--- src/sv/lbpc_pkg.sv ---
// Shared constants, types and helpers for the LED blink pattern compiler.
package lbpc_pkg;

   localparam int ON_W       = 22;
   localparam int UPT_W      = 20;
   localparam int NW_W       = 4;
   localparam int DELAY_W    = 7;
   localparam int BRIGHT_W   = 8;
   localparam int WUS_W      = 27;   // micros_per_tick * 127
   localparam int REM_W      = 32;   // on_ms * 1000
   localparam int CSR_AW     = 3;
   localparam int CSR_DW     = 32;
   localparam int MAX_WORDS_DEF = 8;

   localparam logic [UPT_W-1:0]   UPT_RESET   = UPT_W'(10000);
   localparam logic [NW_W-1:0]    NW_RESET    = NW_W'(8);
   localparam logic [ON_W-1:0]    DEFAULT_MS  = ON_W'(500);
   localparam logic [UPT_W-1:0]   US_PER_MS   = UPT_W'(1000);
   localparam logic [DELAY_W-1:0] BRIGHT_ON   = 7'h7F;
   localparam logic [DELAY_W-1:0] BRIGHT_OFF  = 7'h00;

   typedef enum logic {
      REG_UPT       = 1'b0,
      REG_NUM_WORDS = 1'b1
   } csr_reg_type;

   typedef struct packed {
      logic busy;
      logic done;
   } div_stat_type;

   // x * 1000 = x * 1024 - x * 16 - x * 8
   function automatic logic [REM_W-1:0] mul1000(input logic [ON_W-1:0] x);
      logic [REM_W-1:0] a;
      logic [REM_W-1:0] b;
      logic [REM_W-1:0] c;
      a = {x, 10'b0};
      b = {6'b0, x, 4'b0};
      c = {7'b0, x, 3'b0};
      return a - b - c;
   endfunction

endpackage

--- src/sv/lbpc_ram.sv ---
// Generic single-write, single-read RAM with registered read data.
module lbpc_ram #(
   parameter int WIDTH = 8,
   parameter int DEPTH = 8,
   localparam int ADDR_W = (DEPTH > 1) ? $clog2(DEPTH) : 1
) (
   input  logic              clock,
   input  logic              wr_en,
   input  logic [ADDR_W-1:0] wr_addr,
   input  logic [WIDTH-1:0]  wr_data,
   input  logic [ADDR_W-1:0] rd_addr,
   output logic [WIDTH-1:0]  rd_data
);

   logic [WIDTH-1:0] mem_ff [DEPTH];
   logic [WIDTH-1:0] rd_data_ff;

   always_ff @(posedge clock) begin
      if (wr_en) begin
         mem_ff[wr_addr] <= wr_data;
      end
      rd_data_ff <= mem_ff[rd_addr];
   end

   assign rd_data = rd_data_ff;

endmodule

--- src/sv/lbpc_div.sv ---
// Bit-serial restoring divider, one quotient bit per cycle.
module lbpc_div
   import lbpc_pkg::*;
#(
   parameter int DVD_W = WUS_W,
   parameter int DVS_W = UPT_W,
   localparam int CNT_W = $clog2(DVD_W + 1)
) (
   input  logic             clock,
   input  logic             reset,
   input  logic             start,
   input  logic [DVD_W-1:0] dividend,
   input  logic [DVS_W-1:0] divisor,
   output div_stat_type     stat,
   output logic [DVD_W-1:0] quotient
);

   logic             busy_ff, busy_in;
   logic             done_ff, done_in;
   logic [CNT_W-1:0] cnt_ff, cnt_in;
   logic [DVD_W-1:0] shf_ff, shf_in;
   logic [DVS_W-1:0] rem_ff, rem_in;
   logic [DVS_W-1:0] dvs_ff, dvs_in;

   logic [DVS_W:0]   rem_sh;
   logic [DVS_W+1:0] diff;
   logic             ge;

   always_comb begin
      rem_sh = {rem_ff, shf_ff[DVD_W-1]};
      diff   = {1'b0, rem_sh} - {2'b0, dvs_ff};
      ge     = !diff[DVS_W+1];

      busy_in = busy_ff;
      done_in = 1'b0;
      cnt_in  = cnt_ff;
      shf_in  = shf_ff;
      rem_in  = rem_ff;
      dvs_in  = dvs_ff;

      if (busy_ff) begin
         rem_in = ge ? diff[DVS_W-1:0] : rem_sh[DVS_W-1:0];
         shf_in = {shf_ff[DVD_W-2:0], ge};
         cnt_in = cnt_ff - 1'b1;
         if (cnt_ff == CNT_W'(1)) begin
            busy_in = 1'b0;
            done_in = 1'b1;
         end
      end else if (start) begin
         busy_in = 1'b1;
         cnt_in  = CNT_W'(DVD_W);
         shf_in  = dividend;
         rem_in  = '0;
         dvs_in  = divisor;
      end
   end

   always_ff @(posedge clock) begin
      if (reset) begin
         busy_ff <= 1'b0;
         done_ff <= 1'b0;
      end else begin
         busy_ff <= busy_in;
         done_ff <= done_in;
      end
      cnt_ff <= cnt_in;
      shf_ff <= shf_in;
      rem_ff <= rem_in;
      dvs_ff <= dvs_in;
   end

   assign stat.busy = busy_ff;
   assign stat.done = done_ff;
   assign quotient  = shf_ff;

endmodule

--- src/sv/led_blink_pattern_compiler_core.sv ---
// LED blink pattern compiler: turns on/off times into blink control words.
// Work per request: a limit sum by repeated add, then for each control
//   word a select, a take and a 27-step bit-serial divide, then two
//   divisions by 1000 for the realized times, then the read-out of the
//   stored words. A rejected request gives a single error word. One
//   request at a time; the next is accepted once the final word sits in
//   the output register. Synchronous reset clears control state and sets
//   micros_per_tick to 10000 and num_words to 8.
module led_blink_pattern_compiler_core
   import lbpc_pkg::*;
#(
   parameter int MAX_WORDS = MAX_WORDS_DEF
) (
   input  logic                clock,
   input  logic                reset,
   // request channel
   input  logic                req_valid,
   output logic                req_ready,
   input  logic [ON_W-1:0]     req_on_ms,
   input  logic [ON_W-1:0]     req_off_ms,
   // response channel
   output logic                rsp_valid,
   input  logic                rsp_ready,
   output logic [DELAY_W-1:0]  rsp_tick_delay,
   output logic [BRIGHT_W-1:0] rsp_word_brightness,
   output logic                rsp_last,
   output logic                rsp_error,
   output logic [ON_W-1:0]     rsp_actual_on_ms,
   output logic [ON_W-1:0]     rsp_actual_off_ms,
   // register port
   input  logic                csr_psel,
   input  logic                csr_penable,
   input  logic                csr_pwrite,
   input  logic [CSR_AW-1:0]   csr_paddr,
   input  logic [CSR_DW-1:0]   csr_pwdata,
   output logic [CSR_DW-1:0]   csr_prdata,
   output logic                csr_pready
);

   localparam int WCNT_W = $clog2(MAX_WORDS + 1);
   localparam int ADDR_W = (MAX_WORDS > 1) ? $clog2(MAX_WORDS) : 1;
   localparam int TOT_W  = WUS_W + WCNT_W;
   localparam int BUF_W  = 1 + DELAY_W;

   typedef enum logic [13:0] {
      ST_IDLE   = 14'b00000000000001,
      ST_TOTAL  = 14'b00000000000010,
      ST_LIMIT  = 14'b00000000000100,
      ST_MUL    = 14'b00000000001000,
      ST_SEL    = 14'b00000000010000,
      ST_TAKE   = 14'b00000000100000,
      ST_WDIV   = 14'b00000001000000,
      ST_CHECK  = 14'b00000010000000,
      ST_FON    = 14'b00000100000000,
      ST_FOFFST = 14'b00001000000000,
      ST_FOFF   = 14'b00010000000000,
      ST_ERD    = 14'b00100000000000,
      ST_EWR    = 14'b01000000000000,
      ST_ERR    = 14'b10000000000000
   } state_type;

   state_type state_ff, state_in;

   // configuration registers
   logic [UPT_W-1:0] upt_ff, upt_in;
   logic [NW_W-1:0]  nw_ff, nw_in;

   // request working set
   logic [ON_W-1:0]   on_ms_ff, on_ms_in;
   logic [ON_W-1:0]   off_ms_ff, off_ms_in;
   logic [WUS_W-1:0]  word_us_ff, word_us_in;
   logic [TOT_W-1:0]  tot_ff, tot_in;
   logic [WCNT_W-1:0] cnt_ff, cnt_in;
   logic [REM_W-1:0]  on_rem_ff, on_rem_in;
   logic [REM_W-1:0]  off_rem_ff, off_rem_in;
   logic              sel_on_ff, sel_on_in;
   logic [WCNT_W-1:0] n_ff, n_in;
   logic [WCNT_W-1:0] k_ff, k_in;
   logic [ON_W-1:0]   act_on_ff, act_on_in;
   logic [ON_W-1:0]   act_off_ff, act_off_in;

   // output register
   logic                rsp_valid_ff, rsp_valid_in;
   logic [DELAY_W-1:0]  rsp_delay_ff, rsp_delay_in;
   logic [BRIGHT_W-1:0] rsp_bright_ff, rsp_bright_in;
   logic                rsp_last_ff, rsp_last_in;
   logic                rsp_error_ff, rsp_error_in;
   logic [ON_W-1:0]     rsp_aon_ff, rsp_aon_in;
   logic [ON_W-1:0]     rsp_aoff_ff, rsp_aoff_in;

   // divider hookup
   logic               div_start;
   logic [WUS_W-1:0]   div_dvd;
   logic [UPT_W-1:0]   div_dvs;
   div_stat_type       div_stat;
   logic [WUS_W-1:0]   div_quo;

   // word store hookup
   logic              buf_wr;
   logic [BUF_W-1:0]  buf_wdata;
   logic [BUF_W-1:0]  buf_rdata;

   logic              csr_wr;
   logic [WCNT_W-1:0] words;
   logic [ON_W:0]     sum_ms;
   logic [REM_W-1:0]  upt_ext;
   logic [REM_W-1:0]  rem_sel;
   logic [WUS_W-1:0]  take;
   logic              out_free;
   logic              is_last;

   //------------------------------------------------------------------
   // register port: pready tied high, write lands at the access cycle
   //------------------------------------------------------------------
   assign csr_pready = 1'b1;
   assign csr_wr     = csr_psel && csr_penable && csr_pwrite;

   always_comb begin
      upt_in = upt_ff;
      nw_in  = nw_ff;
      if (csr_wr) begin
         case (csr_reg_type'(csr_paddr[2]))
            REG_UPT:       upt_in = csr_pwdata[UPT_W-1:0];
            REG_NUM_WORDS: nw_in  = csr_pwdata[NW_W-1:0];
            default:       upt_in = upt_ff;
         endcase
      end
   end

   always_comb begin
      case (csr_reg_type'(csr_paddr[2]))
         REG_UPT:       csr_prdata = {{(CSR_DW-UPT_W){1'b0}}, upt_ff};
         REG_NUM_WORDS: csr_prdata = {{(CSR_DW-NW_W){1'b0}}, nw_ff};
         default:       csr_prdata = '0;
      endcase
   end

   //------------------------------------------------------------------
   // shared datapath terms
   //------------------------------------------------------------------
   // word count clamps at the store capacity
   assign words = (int'(nw_ff) > MAX_WORDS) ? WCNT_W'(MAX_WORDS) : WCNT_W'(nw_ff);

   assign sum_ms  = {1'b0, on_ms_ff} + {1'b0, off_ms_ff};
   assign upt_ext = {{(REM_W-UPT_W){1'b0}}, upt_ff};
   assign rem_sel = sel_on_ff ? on_rem_ff : off_rem_ff;
   // one word takes at most 127 ticks worth of the remaining time
   assign take    = (rem_sel < {{(REM_W-WUS_W){1'b0}}, word_us_ff}) ?
                    rem_sel[WUS_W-1:0] : word_us_ff;

   assign out_free = !rsp_valid_ff || rsp_ready;
   assign is_last  = (WCNT_W'(k_ff + 1'b1) == n_ff);

   assign req_ready = (state_ff == ST_IDLE);

   //------------------------------------------------------------------
   // sequencer
   //------------------------------------------------------------------
   always_comb begin
      state_in   = state_ff;
      on_ms_in   = on_ms_ff;
      off_ms_in  = off_ms_ff;
      word_us_in = word_us_ff;
      tot_in     = tot_ff;
      cnt_in     = cnt_ff;
      on_rem_in  = on_rem_ff;
      off_rem_in = off_rem_ff;
      sel_on_in  = sel_on_ff;
      n_in       = n_ff;
      k_in       = k_ff;
      act_on_in  = act_on_ff;
      act_off_in = act_off_ff;

      rsp_valid_in  = rsp_valid_ff && !rsp_ready;
      rsp_delay_in  = rsp_delay_ff;
      rsp_bright_in = rsp_bright_ff;
      rsp_last_in   = rsp_last_ff;
      rsp_error_in  = rsp_error_ff;
      rsp_aon_in    = rsp_aon_ff;
      rsp_aoff_in   = rsp_aoff_ff;

      div_start = 1'b0;
      div_dvd   = take;
      div_dvs   = upt_ff;

      buf_wr    = 1'b0;
      buf_wdata = {sel_on_ff, div_quo[DELAY_W-1:0]};

      case (state_ff)
         ST_IDLE: begin
            if (req_valid) begin
               on_ms_in   = req_on_ms;
               off_ms_in  = req_off_ms;
               word_us_in = {upt_ff, 7'b0} - {7'b0, upt_ff};
               tot_in     = '0;
               cnt_in     = '0;
               state_in   = ST_TOTAL;
            end
         end
         // total limit = word limit * usable words, by repeated add
         ST_TOTAL: begin
            if (cnt_ff == words) begin
               state_in = ST_LIMIT;
            end else begin
               tot_in = tot_ff + {{(TOT_W-WUS_W){1'b0}}, word_us_ff};
               cnt_in = cnt_ff + 1'b1;
            end
         end
         // ms compared against a us limit, kept as the original does it
         ST_LIMIT: begin
            if ((upt_ff == '0) ||
                ({{(TOT_W-ON_W){1'b0}}, on_ms_ff} > tot_ff) ||
                ({{(TOT_W-ON_W){1'b0}}, off_ms_ff} > tot_ff) ||
                ({{(TOT_W-ON_W-1){1'b0}}, sum_ms} > tot_ff)) begin
               state_in = ST_ERR;
            end else begin
               if ((on_ms_ff == '0) && (off_ms_ff == '0)) begin
                  on_ms_in  = DEFAULT_MS;
                  off_ms_in = DEFAULT_MS;
               end
               state_in = ST_MUL;
            end
         end
         ST_MUL: begin
            on_rem_in  = mul1000(on_ms_ff);
            off_rem_in = mul1000(off_ms_ff);
            n_in       = '0;
            state_in   = ST_SEL;
         end
         // on portion first, then off portion
         ST_SEL: begin
            if (n_ff == words) begin
               state_in = ST_CHECK;
            end else if (on_rem_ff > upt_ext) begin
               sel_on_in = 1'b1;
               state_in  = ST_TAKE;
            end else if (off_rem_ff > upt_ext) begin
               sel_on_in = 1'b0;
               state_in  = ST_TAKE;
            end else begin
               state_in = ST_CHECK;
            end
         end
         ST_TAKE: begin
            if (sel_on_ff) begin
               on_rem_in = on_rem_ff - {{(REM_W-WUS_W){1'b0}}, take};
            end else begin
               off_rem_in = off_rem_ff - {{(REM_W-WUS_W){1'b0}}, take};
            end
            div_start = 1'b1;
            state_in  = ST_WDIV;
         end
         ST_WDIV: begin
            if (div_stat.done) begin
               buf_wr   = 1'b1;
               n_in     = n_ff + 1'b1;
               state_in = ST_SEL;
            end
         end
         // reject when nothing formed or more than a tick left over
         ST_CHECK: begin
            if ((n_ff == '0) || (on_rem_ff > upt_ext) || (off_rem_ff > upt_ext)) begin
               state_in = ST_ERR;
            end else begin
               div_start = 1'b1;
               div_dvd   = on_rem_ff[WUS_W-1:0];
               div_dvs   = US_PER_MS;
               state_in  = ST_FON;
            end
         end
         ST_FON: begin
            if (div_stat.done) begin
               act_on_in = on_ms_ff - div_quo[ON_W-1:0];
               state_in  = ST_FOFFST;
            end
         end
         ST_FOFFST: begin
            div_start = 1'b1;
            div_dvd   = off_rem_ff[WUS_W-1:0];
            div_dvs   = US_PER_MS;
            state_in  = ST_FOFF;
         end
         ST_FOFF: begin
            if (div_stat.done) begin
               act_off_in = off_ms_ff - div_quo[ON_W-1:0];
               k_in       = '0;
               state_in   = ST_ERD;
            end
         end
         ST_ERD: begin
            state_in = ST_EWR;
         end
         // final word carries the return marker and the realized times
         ST_EWR: begin
            if (out_free) begin
               rsp_valid_in  = 1'b1;
               rsp_delay_in  = buf_rdata[DELAY_W-1:0];
               rsp_bright_in = {is_last, buf_rdata[DELAY_W] ? BRIGHT_ON : BRIGHT_OFF};
               rsp_last_in   = is_last;
               rsp_error_in  = 1'b0;
               rsp_aon_in    = is_last ? act_on_ff : '0;
               rsp_aoff_in   = is_last ? act_off_ff : '0;
               if (is_last) begin
                  state_in = ST_IDLE;
               end else begin
                  k_in     = k_ff + 1'b1;
                  state_in = ST_ERD;
               end
            end
         end
         ST_ERR: begin
            if (out_free) begin
               rsp_valid_in  = 1'b1;
               rsp_delay_in  = '0;
               rsp_bright_in = '0;
               rsp_last_in   = 1'b1;
               rsp_error_in  = 1'b1;
               rsp_aon_in    = '0;
               rsp_aoff_in   = '0;
               state_in      = ST_IDLE;
            end
         end
         default: begin
            state_in = ST_IDLE;
         end
      endcase
   end

   always_ff @(posedge clock) begin
      if (reset) begin
         state_ff     <= ST_IDLE;
         rsp_valid_ff <= 1'b0;
         upt_ff       <= UPT_RESET;
         nw_ff        <= NW_RESET;
      end else begin
         state_ff     <= state_in;
         rsp_valid_ff <= rsp_valid_in;
         upt_ff       <= upt_in;
         nw_ff        <= nw_in;
      end
      on_ms_ff      <= on_ms_in;
      off_ms_ff     <= off_ms_in;
      word_us_ff    <= word_us_in;
      tot_ff        <= tot_in;
      cnt_ff        <= cnt_in;
      on_rem_ff     <= on_rem_in;
      off_rem_ff    <= off_rem_in;
      sel_on_ff     <= sel_on_in;
      n_ff          <= n_in;
      k_ff          <= k_in;
      act_on_ff     <= act_on_in;
      act_off_ff    <= act_off_in;
      rsp_delay_ff  <= rsp_delay_in;
      rsp_bright_ff <= rsp_bright_in;
      rsp_last_ff   <= rsp_last_in;
      rsp_error_ff  <= rsp_error_in;
      rsp_aon_ff    <= rsp_aon_in;
      rsp_aoff_ff   <= rsp_aoff_in;
   end

   assign rsp_valid           = rsp_valid_ff;
   assign rsp_tick_delay      = rsp_delay_ff;
   assign rsp_word_brightness = rsp_bright_ff;
   assign rsp_last            = rsp_last_ff;
   assign rsp_error           = rsp_error_ff;
   assign rsp_actual_on_ms    = rsp_aon_ff;
   assign rsp_actual_off_ms   = rsp_aoff_ff;

   //------------------------------------------------------------------
   // shared bit-serial divider: tick counts and the ms conversion
   //------------------------------------------------------------------
   lbpc_div #(
      .DVD_W (WUS_W),
      .DVS_W (UPT_W)
   ) u_div (
      .clock    (clock),
      .reset    (reset),
      .start    (div_start),
      .dividend (div_dvd),
      .divisor  (div_dvs),
      .stat     (div_stat),
      .quotient (div_quo)
   );

   //------------------------------------------------------------------
   // word store: tick delay plus on/off flag per control word
   //------------------------------------------------------------------
   lbpc_ram #(
      .WIDTH (BUF_W),
      .DEPTH (MAX_WORDS)
   ) u_wbuf (
      .clock   (clock),
      .wr_en   (buf_wr),
      .wr_addr (n_ff[ADDR_W-1:0]),
      .wr_data (buf_wdata),
      .rd_addr (k_ff[ADDR_W-1:0]),
      .rd_data (buf_rdata)
   );

endmodule

--- config.mk ---
export PLATFORM = sky130hd
export DESIGN_NAME = led_blink_pattern_compiler_core
export DESIGN_NICKNAME = d
export VERILOG_FILES = /design/src/sv/lbpc_pkg.sv /design/src/sv/lbpc_ram.sv /design/src/sv/lbpc_div.sv /design/src/sv/led_blink_pattern_compiler_core.sv
export SDC_FILE = /design/constraint.sdc
export NUM_CORES = 1
export LEC_CHECK = 0
export BUFFER_PORTS_ARGS = -buffer_cell sky130_fd_sc_hd__buf_4
export CELL_PAD_IN_SITES_DETAIL_PLACEMENT = 0
export CELL_PAD_IN_SITES_GLOBAL_PLACEMENT = 2
export CORE_MARGIN = 1.5
export CORE_UTILIZATION = 25
export DETAILED_ROUTE_END_ITERATION = 16
export PLACE_DENSITY = 0.62
export SYNTH_ARGS = -nofsm -noshare
export SYNTH_HDL_FRONTEND = slang
export SYNTH_SLANG_ARGS = --single-unit
--- constraint.sdc ---
create_clock -name clock -period 19.3 [get_ports clock]
set_clock_uncertainty 0.2 [all_clocks]
set_input_delay 3.86 -clock clock [delete_from_list [all_inputs] [get_ports clock]]
set_output_delay 3.86 -clock clock [all_outputs]
set_load 0.05 [all_outputs]
==> impl_metrics.tcl, run 1 <==
set metrics [dict create \
    grt_pass1_wl_mm 168 \
    p_leak_nw 15.9 \
    num-nets-final 4154 \
    synthToLayoutAreaGrowth_pct 14.9 \
    yosys.cell_count.top_type "edfxtp_1" \
    grt_max_degree 61 \
    ys_top_cells_by_count "edfxtp_1, ha_1, nor2_1, inv_1, nand2_1" \
    period_share_pct 46.2 \
    netSwitchingFraction_pct 35.7 \
    avgSynthCellArea_um2 9.76 \
    combPwrFrac_pct 34.6 \
    rows 136 \
    fin_ws_ns 10.38 \
    hold_buffers 0 \
    initial_utilization_pct 25.2 \
    cts_buffers 58 \
    wl_mm 112 \
    rsz0062_at_grt "false" \
    synthCells 3536 \
    hold_viol 0 \
    switching_power_mw 1.30 \
    drc 0 \
    synthesis.area_um2 34500 \
    overflow 0 \
    drv_slew 0 \
    clk_path_buf_depth 3 \
    startpoint "off_ms_ff[0]" \
    dieArea_um2 140000 \
    synth-edff-count 414 \
    cp-start-kind "flop" \
    cts_tree "done" \
    cp.arrival_ns 9.03 \
    required_ns 19.41 \
    peakVddDrop_mv 0.0672 \
    grt_pass1_vias 25800 \
    crit_type "flop to flop" \
    numPortBuffers 154 \
    relSlewSlack_pct 29.3 \
    rrSetupSlack_ns 10.38 \
    ys_types 90 \
    synth-main-ff-cell "edfxtp_1" \
    cp_max_fo 44 \
    path_clk_slew_ns 0.05 \
    root_buffer "clkbuf_16" \
    place_ws_ns 10.28 \
    period_needed_ns 8.92 \
    wl_per_cell_um 20.3 \
    die_h_um 374 \
    yosysSeqAreaShare_pct 38.9 \
    p_clk_share_pct 31.1 \
    crit_path_frequent_cell "a21oi_1" \
    yosysTopAreaCell "edfxtp_1" \
    reg2reg_depth 32 \
    cts_setup_buffers 0 \
    fin_hold_ws_ns 0.259 \
    timing.rr.start "off_ms_ff[0]" \
    antenna_found_initial 0 \
    end_kind "flop" \
    finalSetupViolations 0 \
    synth-seq-cells 463 \
    regArea_um2 13400 \
    worst_pin_slew_ns 1.05 \
    drt-pass1-iter-count 7 \
    p_per_area_nw_per_um2 91.5 \
    yosys-top-cells-area "edfxtp_1, ha_1, xnor2_1, nor2_1, inv_1" \
    drive_above_1_share_pct 10.9 \
    cts_resized 0 \
    fin_setup_tns_ns 0 \
    multi_input_area_um2 19500 \
    slowest_delay_ns 0.70 \
    core_um2 137000 \
    vias 26000 \
    crit_slowest_cell "a31oi_1" \
    power_frac_seq_pct 34.3 \
    grt.total_usage_pct 15.7 \
    status "finished, final reports clean" \
    cts_sinks 463 \
    clock.fmax_mhz 112 \
    dpl.hpwl_mm 86.9 \
    yosysWarningCount 0 \
    io_pins 182 \
    clkLatencyLatePin_ns 0.69 \
    gp_congestion 0.822 \
    maxCapViolCount 0 \
    yosysTopAreaCellShare_pct 36.0 \
    cp-endpoint "off_ms_ff[18]" \
    drt-vias-per-instance 4.71 \
    power.internal_mw 2.33 \
    drtIter0Drc 1584 \
    cts_max_level 2 \
    hp-class "flop to flop" \
    ant_nets 0 \
    die_w_um 374 \
    fillers 14400 \
    synth_async_sr_flop_share_pct 0 \
    rr_endpoint "off_ms_ff[18]" \
]
==> layer usage <==
| layer | track usage (%) | up-vias | wire length (um) |
|---|---|---|---|
| li1 | - | 13100 | - |
| met1 | 20.6 | 12500 | 51000 |
| met2 | 27.6 | 338 | 55700 |
| met3 | 1.76 | 99 | 3210 |
| met4 | 3.59 | 0 | 2250 |
| met5 | 0 | - | 0 |
==> sequential cells by signal, summed over array words and instances, names as in the netlist, 7 cells and up <==
signal,cells
u_div.rem_ff,20
rsp_tick_delay,7
u_wbuf.rd_data,8
act_off_ff,22
rsp_actual_off_ms,22
off_rem_ff,32
u_div.dvs_ff,20
tot_ff,31
upt_ff,20
off_ms_ff,22
u_div.quotient,27
word_us_ff,27
on_rem_ff,32
u_wbuf.mem_ff,64
act_on_ff,22
state_ff,14
on_ms_ff,22
rsp_actual_on_ms,22
==> power by group through the flow <==
stage / clock, mW / sequential [mW] / combinational (mW)
after floorplan: 0 / 1.22 / 0.914
after global placement: 0 / 1.27 / 1.26
after detailed placement: 0 / 1.27 / 1.25
after CTS: 1.17 / 1.25 / 1.27
after global routing: 1.20 / 1.25 / 1.41
final: 1.13 / 1.25 / 1.25
==> cell usage in the layout, fill, tap and decap left out, types with 23 or more instances in the layout <==
cell / Yosys / final
edfxtp_1: 414 / 414
ha_1: 358 / 358
nor2_1: 325 / 321
inv_1: 297 / 297
nand2_1: 227 / 227
o21ai_0: 216 / 215
a21oi_1: 207 / 206
buf_4: 21 / 192
xnor2_1: 176 / 176
nor2b_1: 91 / 91
a21o_1: 73 / 73
and2_1: 64 / 64
nor3_1: 61 / 61
xor2_1: 60 / 60
clkbuf_16: 0 / 59
a21boi_0: 52 / 52
dfxtp_1: 49 / 49
o21a_1: 48 / 48
mux2i_1: 46 / 46
mux2_2: 44 / 44
nand3_1: 43 / 43
nand4_1: 39 / 39
fa_1: 35 / 35
a211oi_1: 32 / 32
a31oi_1: 29 / 29
nand2b_1: 29 / 29
or2_2: 27 / 27
o21bai_1: 26 / 26
maj3_1: 24 / 24
or3_1: 24 / 23
==> per-stage QoR <==
| stage | std cells | util, % | power [mW] | instance area (um^2) |
|---|---|---|---|---|
| after floorplan | 3547 | - | 2.13 | 34500 |
| after global placement | 5409 | 27.5 | 2.53 | 37700 |
| after detailed placement | 5409 | 27.5 | 2.52 | 37700 |
| after CTS | 5517 | 28.9 | 3.68 | 39700 |
| after global routing | 5517 | 28.9 | 3.86 | 39700 |
| final | 5518 | 28.9 | 3.63 | 39700 |
==> worst max-delay path, delay by kind of cell (launching register included) <==
| kind | cells | cell delay (ns) |
|---|---|---|
| DFF | 1 | 0.60 |
| adders and majority gates | 3 | 0.95 |
| AOI/OAI and AO/OA | 25 | 5.33 |
| and+or+nand+nor | 3 | 0.85 |
| buffers and inverters | 1 | 0.50 |
==> cell families after synthesis <==
| group | count (synthesis) | synth area share, % |
|---|---|---|
| other cells | 2 | 0.0218 |
| fa+ha+maj | 423 | 15.9 |
| simple gates | 1027 | 14.6 |
| flops | 463 | 38.9 |
| mux | 106 | 3.82 |
| xor+xnor | 236 | 5.99 |
| compound gates | 857 | 16.0 |
| buf+inv | 422 | 4.86 |
==> worst min path at each step <==
stage | from | end | slack [ns] | cells past startpoint
after floorplan | upt_ff[14] | upt_ff[14] | 0.24 | 2
after global routing | upt_ff[14] | upt_ff[14] | 0.30 | 2
after detailed placement | upt_ff[14] | upt_ff[14] | 0.25 | 2
after global placement | upt_ff[14] | upt_ff[14] | 0.25 | 2
after CTS | upt_ff[14] | upt_ff[14] | 0.26 | 2
final | upt_ff[14] | upt_ff[14] | 0.26 | 2
==> layout make-up <==
class,count,share of cell area [%]
antenna,1,0.00631
clock buffer,79,4.01
clock inverter,29,0.846
inverter,298,2.82
multi-input combinational,2662,49.2
sequential,463,33.8
tap,1794,5.66
timing repair buffer,192,3.63
(Power assumes the default switching activity.)
==> run 2, diff against run 1 <==
--- a/config.mk
+++ b/config.mk
@@ -11,7 +11,7 @@
 export CORE_MARGIN = 1.5
 export CORE_UTILIZATION = 25
 export DETAILED_ROUTE_END_ITERATION = 16
-export PLACE_DENSITY = 0.62
+export PLACE_DENSITY = 0.64
 export SYNTH_ARGS = -nofsm -noshare
 export SYNTH_HDL_FRONTEND = slang
 export SYNTH_SLANG_ARGS = --single-unit
==> constraint.sdc (replaced) <==
create_clock -name clock -period 7.5 [get_ports clock]
set_clock_uncertainty 0.2 [all_clocks]
set_input_delay 1.5 -clock clock [delete_from_list [all_inputs] [get_ports clock]]
set_output_delay 1.5 -clock clock [all_outputs]
set_load 0.05 [all_outputs]
==> run 2 against run 1 <==
  * Power increased to 2.6 times the previous value
  * Non-clock buffer count increased by 58
  * Combinational power increased to 2.7 times the previous value
  * Die area unchanged
  * Global-route usage about the same
  * Flip-flop and latch count unchanged
==> impl_metrics.tcl, run 2 (same netlist as run 1, synthesis figures left out) <==
set metrics [dict create \
    finalSetupViolations 0 \
    drc 0 \
    largest_register_ff_count 64 \
    required_ns 7.78 \
    grt_pass1_vias 25700 \
    drv_slew 0 \
    ant_nets 0 \
    maxCapViolCount 0 \
    cp_max_fo 45 \
    numPortBuffers 154 \
    netSwitchingFraction_pct 35.1 \
    power_frac_seq_pct 32.9 \
    slowest_delay_ns 0.46 \
    hp-class "flop to flop" \
    final_cells 5570 \
    cp_top_family "compound AO/OA/AOI/OAI gates" \
    dp_cells 5466 \
    rsz0062_at_grt "false" \
    final_cell_mix "edfxtp_1, ha_1, nor2_1" \
    drtIter0Drc 1445 \
    timing.rr.start "sel_on_ff" \
    cts_buffers 55 \
    grt_max_degree 61 \
    overflow 0 \
    clock.fmax_mhz 142 \
    grt.total_usage_pct 15.7 \
    dpl.hpwl_mm 87.7 \
    drt-vias-per-instance 4.73 \
    root_buffer "clkbuf_16" \
    period_needed_ns 7.04 \
    clk_path_buf_depth 3 \
    holdPathStages 2 \
    vias 26300 \
    relSlewSlack_pct 27.1 \
    switching_power_mw 3.36 \
    critPathBufInv 5 \
    wl_per_cell_um 20.2 \
    fin_setup_tns_ns 0 \
    rows 136 \
    crit_slowest_cell "o21ai_2" \
    peakVddDrop_mv 0.199 \
    num-nets-final 4209 \
    grt_pass1_wl_mm 167 \
    hold_viol 0 \
    p_leak_nw 16.2 \
    largest-register "u_wbuf.mem_ff" \
    status "finished, final reports clean" \
    path_clk_slew_ns 0.06 \
    crit_type "flop to flop" \
    cp.arrival_ns 7.32 \
    end_kind "flop" \
    combPwrFrac_pct 35.2 \
    cts_max_level 2 \
    fin_hold_ws_ns 0.258 \
    p_clk_share_pct 31.9 \
    synthToLayoutAreaGrowth_pct 16.8 \
    fillers 14400 \
    gp_congestion 0.828 \
    io_pins 182 \
    startpoint "sel_on_ff" \
    fin_ws_ns 0.460 \
    cp-endpoint "off_rem_ff[24]" \
    dieArea_um2 140000 \
    mostFrequentLayoutCell "edfxtp_1" \
    drt-pass1-iter-count 7 \
    antenna_found_initial 2 \
    crit_path_frequent_cell "ha_1" \
    core_um2 137000 \
    place_ws_ns 0.105 \
    crit_cells 27 \
    rr_endpoint "off_rem_ff[24]" \
    reg2reg_depth 27 \
    n_antenna_cell 0 \
    clkLatencyLatePin_ns 0.66 \
    reg.largest.list "u_wbuf.mem_ff x64, off_rem_ff x32, on_rem_ff x32" \
    period_share_pct 93.9 \
    cp-start-kind "flop" \
    die_h_um 374 \
    rrSetupSlack_ns 0.46 \
    cts_sinks 463 \
    wl_mm 113 \
    cts_tree "done" \
    initial_utilization_pct 25.2 \
    power.internal_mw 6.20 \
    p_per_area_nw_per_um2 237 \
    die_w_um 374 \
    worst_pin_slew_ns 1.08 \
    drive_above_1_share_pct 12.7 \
]
==> run 2: routing by layer <==
| metal | GRT usage (%) | vias up | share of wire (%) |
|---|---|---|---|
| li1 | - | 13200 | - |
| met1 | 20.3 | 12700 | 45 |
| met2 | 28.0 | 413 | 50 |
| met3 | 1.53 | 115 | 2.7 |
| met4 | 3.79 | 0 | 2.2 |
| met5 | 0 | - | 0 |
==> run 2: area by class of cell <==
cell class | count | area (um^2) | share of cell area [%]
clock buffer | 65 | 1480 | 3.66
clock inverter | 38 | 563 | 1.40
inverter | 298 | 1120 | 2.78
multi-input combinational | 2662 | 19600 | 48.5
sequential | 463 | 13400 | 33.3
tap | 1794 | 2240 | 5.57
timing repair buffer | 250 | 1930 | 4.78
==> run 2: tightest hold or removal path, cell delays in order (launching register included) <==
cell and delay, ns:
dfxtp_1 0.31, nand2_1 0.05, a21oi_1 0.05
==> run 2: what timing repair did <==
action / 4_1_cts / 5_1_grt
endpoints found under the setup margin: 0 / 50
buffers inserted: 0 / 1
hold buffers: 0 / 0
gates resized for setup: 0 / 11
==> run 2: how the worst min path moves through the flow <==
stage,start,to,slack (ns)
floorplan,upt_ff[14],upt_ff[14],0.24
global placement,upt_ff[14],upt_ff[14],0.25
detailed placement,upt_ff[14],upt_ff[14],0.25
CTS,upt_ff[14],upt_ff[14],0.26
global route,upt_ff[14],upt_ff[14],0.31
finish,upt_ff[14],upt_ff[14],0.26
==> run 2: power groups by stage <==
stage	combinational, mW	clock (mW)	sequential, mW
4_1_cts	3.39	3.15	3.15
6_report	3.37	3.05	3.14
3_3_place_gp	3.37	0	3.21
5_1_grt	3.76	3.22	3.15
2_1_floorplan	2.35	0	3.14
3_5_place_dp	3.36	0	3.21
==> run 2: per-stage QoR <==
step	utilization, %	total power, mW	area, um^2
floorplan	-	5.49	34500
global placement	27.9	6.57	38200
detailed placement	27.9	6.56	38200
CTS	29.3	9.69	40200
global route	29.4	10.1	40300
finish	29.4	9.56	40300
==> run 3, diff against run 2 <==
--- a/config.mk
+++ b/config.mk
@@ -12,6 +12,7 @@
 export CORE_UTILIZATION = 25
 export DETAILED_ROUTE_END_ITERATION = 16
 export PLACE_DENSITY = 0.64
+export RECOVER_POWER = 100
 export SYNTH_ARGS = -nofsm -noshare
 export SYNTH_HDL_FRONTEND = slang
 export SYNTH_SLANG_ARGS = --single-unit
==> run 3 against run 2 <==
  * The run now ends with max-capacitance violations, max-slew violations left
  * Core utilization decreased by 0.32 points
  * Fmax decreased by 0.64%
  * Via count decreased by 0.25%
  * Sequential power about the same
  * Clock power about the same
==> impl_metrics.tcl, run 3 (same netlist as run 1, synthesis figures left out) <==
set metrics [dict create \
    n_antenna_cell 0 \
    io_pins 182 \
    mostFrequentLayoutCell "edfxtp_1" \
    dieArea_um2 140000 \
    relSlewSlack_pct -114 \
    rsz0062_at_grt "false" \
    drive_above_1_share_pct 9.56 \
    path_clk_slew_ns 0.06 \
    p_per_area_nw_per_um2 240 \
    clkLatencyLatePin_ns 0.66 \
    drt-pass1-iter-count 5 \
    core_um2 137000 \
    startpoint "sel_on_ff" \
    end_kind "flop" \
    worst_pin_slew_ns 3.21 \
    wl_mm 113 \
    cts_tree "done" \
    switching_power_mw 3.36 \
    drv_slew 391 \
    cp-start-kind "flop" \
    hold_buffers 0 \
    antenna_found_initial 2 \
    fin_setup_tns_ns 0 \
    peakVddDrop_mv 0.199 \
    grt_max_degree 61 \
    period_needed_ns 7.08 \
    dp_cells 5466 \
    cp_max_fo 45 \
    cp-endpoint "off_rem_ff[24]" \
    wl_met3_mm 2.90 \
    largest_register_ff_count 64 \
    grt_pass1_vias 25700 \
    p_clk_share_pct 31.9 \
    maxCapViolCount 11 \
    clock.fmax_mhz 141 \
    numPortBuffers 154 \
    final_cells 5570 \
    grt_pass1_wl_mm 167 \
    hold_viol 0 \
    synthToLayoutAreaGrowth_pct 15.5 \
    power_frac_seq_pct 32.9 \
    cp.arrival_ns 7.36 \
    drt-vias-per-instance 4.72 \
    combPwrFrac_pct 35.2 \
    fillers 14500 \
    period_share_pct 94.5 \
    drc 0 \
    overflow 0 \
    reg.largest.list "u_wbuf.mem_ff x64, off_rem_ff x32, on_rem_ff x32" \
    status "finished with violations" \
    cts_buffers 55 \
    rows 136 \
    largest-register "u_wbuf.mem_ff" \
    wl_per_cell_um 20.2 \
    required_ns 7.78 \
    num-nets-final 4209 \
    cts_sinks 463 \
    drtIter0Drc 1520 \
    top_layer_used "met4" \
    timing.rr.start "sel_on_ff" \
    finalSetupViolations 0 \
    netSwitchingFraction_pct 35.2 \
    hp-class "flop to flop" \
    cts_max_level 2 \
    rr_endpoint "off_rem_ff[24]" \
    clk_path_buf_depth 3 \
    violations "max-capacitance violations, max-slew violations" \
    grt.total_usage_pct 15.7 \
    rrSetupSlack_ns 0.42 \
    met2_length_mm 56.6 \
    p_leak_nw 15.8 \
    initial_utilization_pct 25.2 \
    root_buffer "clkbuf_16" \
    reg2reg_depth 27 \
    vias 26300 \
    power.internal_mw 6.19 \
    ant_nets 0 \
    gp_congestion 0.828 \
    die_h_um 374 \
    dpl.hpwl_mm 87.7 \
    die_w_um 374 \
    final_cell_mix "edfxtp_1, ha_1, nor2_1" \
    m1WireLength_mm 50.7 \
    crit_type "flop to flop" \
]
run 3: cell types whose count changed in the layout (fill, tap and decap cells not counted), moves of 2 or more:
cell	before	now
buf_4	246	138
clkbuf_1	5	111
and2_0	0	39
and2_1	64	25
mux2_1	0	4
mux2_2	44	40
nor3b_1	9	12
nor3b_2	5	2
o21ai_0	214	216
o21ai_1	12	10
run 3: timing repair:
| item | in CTS | in global routing |
|---|---|---|
| setup buffers | 0 | 1 |
| endpoints found under the setup margin | 0 | 50 |
| gates resized for setup | 0 | 11 |
run 3: worst min path at each step:
stage | from | end | slack (ns) | cells after the start
4_1_cts | upt_ff[14] | upt_ff[14] | 0.26 | 2
5_1_grt | upt_ff[14] | upt_ff[14] | 0.31 | 2
2_1_floorplan | upt_ff[14] | upt_ff[14] | 0.24 | 2
3_5_place_dp | upt_ff[14] | upt_ff[14] | 0.25 | 2
6_report | upt_ff[14] | upt_ff[14] | 0.26 | 2
3_3_place_gp | upt_ff[14] | upt_ff[14] | 0.25 | 2
run 3: cell type report:
type | count | area [um^2] | share of cell area [%]
clock inverters | 38 | 563 | 1.41
multi-input cells | 2662 | 19500 | 49.0
clock buffers | 65 | 1480 | 3.70
repair buffers | 250 | 1530 | 3.83
inverters | 298 | 1120 | 2.81
flip-flops and latches | 463 | 13400 | 33.7
well taps | 1794 | 2240 | 5.63
run 3: per-stage QoR:
| stage | hold slack [ns] | worst slack [ns] | area, um^2 | utilization, % | total power, mW |
|---|---|---|---|---|---|
| after floorplan | 0.240 | 0.122 | 34500 | - | 5.49 |
| after global placement | 0.251 | 0.290 | 38200 | 27.9 | 6.57 |
| after detailed placement | 0.253 | 0.105 | 38200 | 27.9 | 6.56 |
| after CTS | 0.260 | 0.0717 | 40200 | 29.3 | 9.69 |
| after global routing | 0.306 | 0.0276 | 39900 | 29.1 | 10.1 |
| final | 0.258 | 0.415 | 39900 | 29.1 | 9.55 |
run 3: critical path: stages, from the launching register on:
cell and delay (ns):
edfxtp_1 0.39, buf_12 0.28, mux2_2 0.41, ha_1 0.31, nand3_1 0.12, nor3_1 0.26, o21ai_0 0.41, o21ai_2 0.47
nand2_1 0.10, o21ai_1 0.17, ha_1 0.26, inv_1 0.07, ha_1 0.18, inv_1 0.05, o311ai_1 0.13, maj3_1 0.41
maj3_2 0.38, nor4_1 0.26, clkbuf_1 0.18, o21ai_0 0.10, a21boi_1 0.15, buf_4 0.16, o31a_1 0.16, o211ai_1 0.18
and3b_1 0.28, a2111o_1 0.36, and4_1 0.20, o31ai_1 0.21
run 3: layer usage:
metal  global-route usage (%)  vias up
li1                         -    13200
met5                        0        -
met1                     20.3    12600
met4                     3.79        0
met2                     28.0      400
met3                     1.53      106
run 3: power by group through the flow:
stage | clock [mW] | combinational [mW] | sequential (mW)
floorplan | 0 | 2.35 | 3.14
global placement | 0 | 3.37 | 3.21
detailed placement | 0 | 3.36 | 3.21
CTS | 3.15 | 3.39 | 3.15
global route | 3.22 | 3.74 | 3.16
finish | 3.05 | 3.36 | 3.14
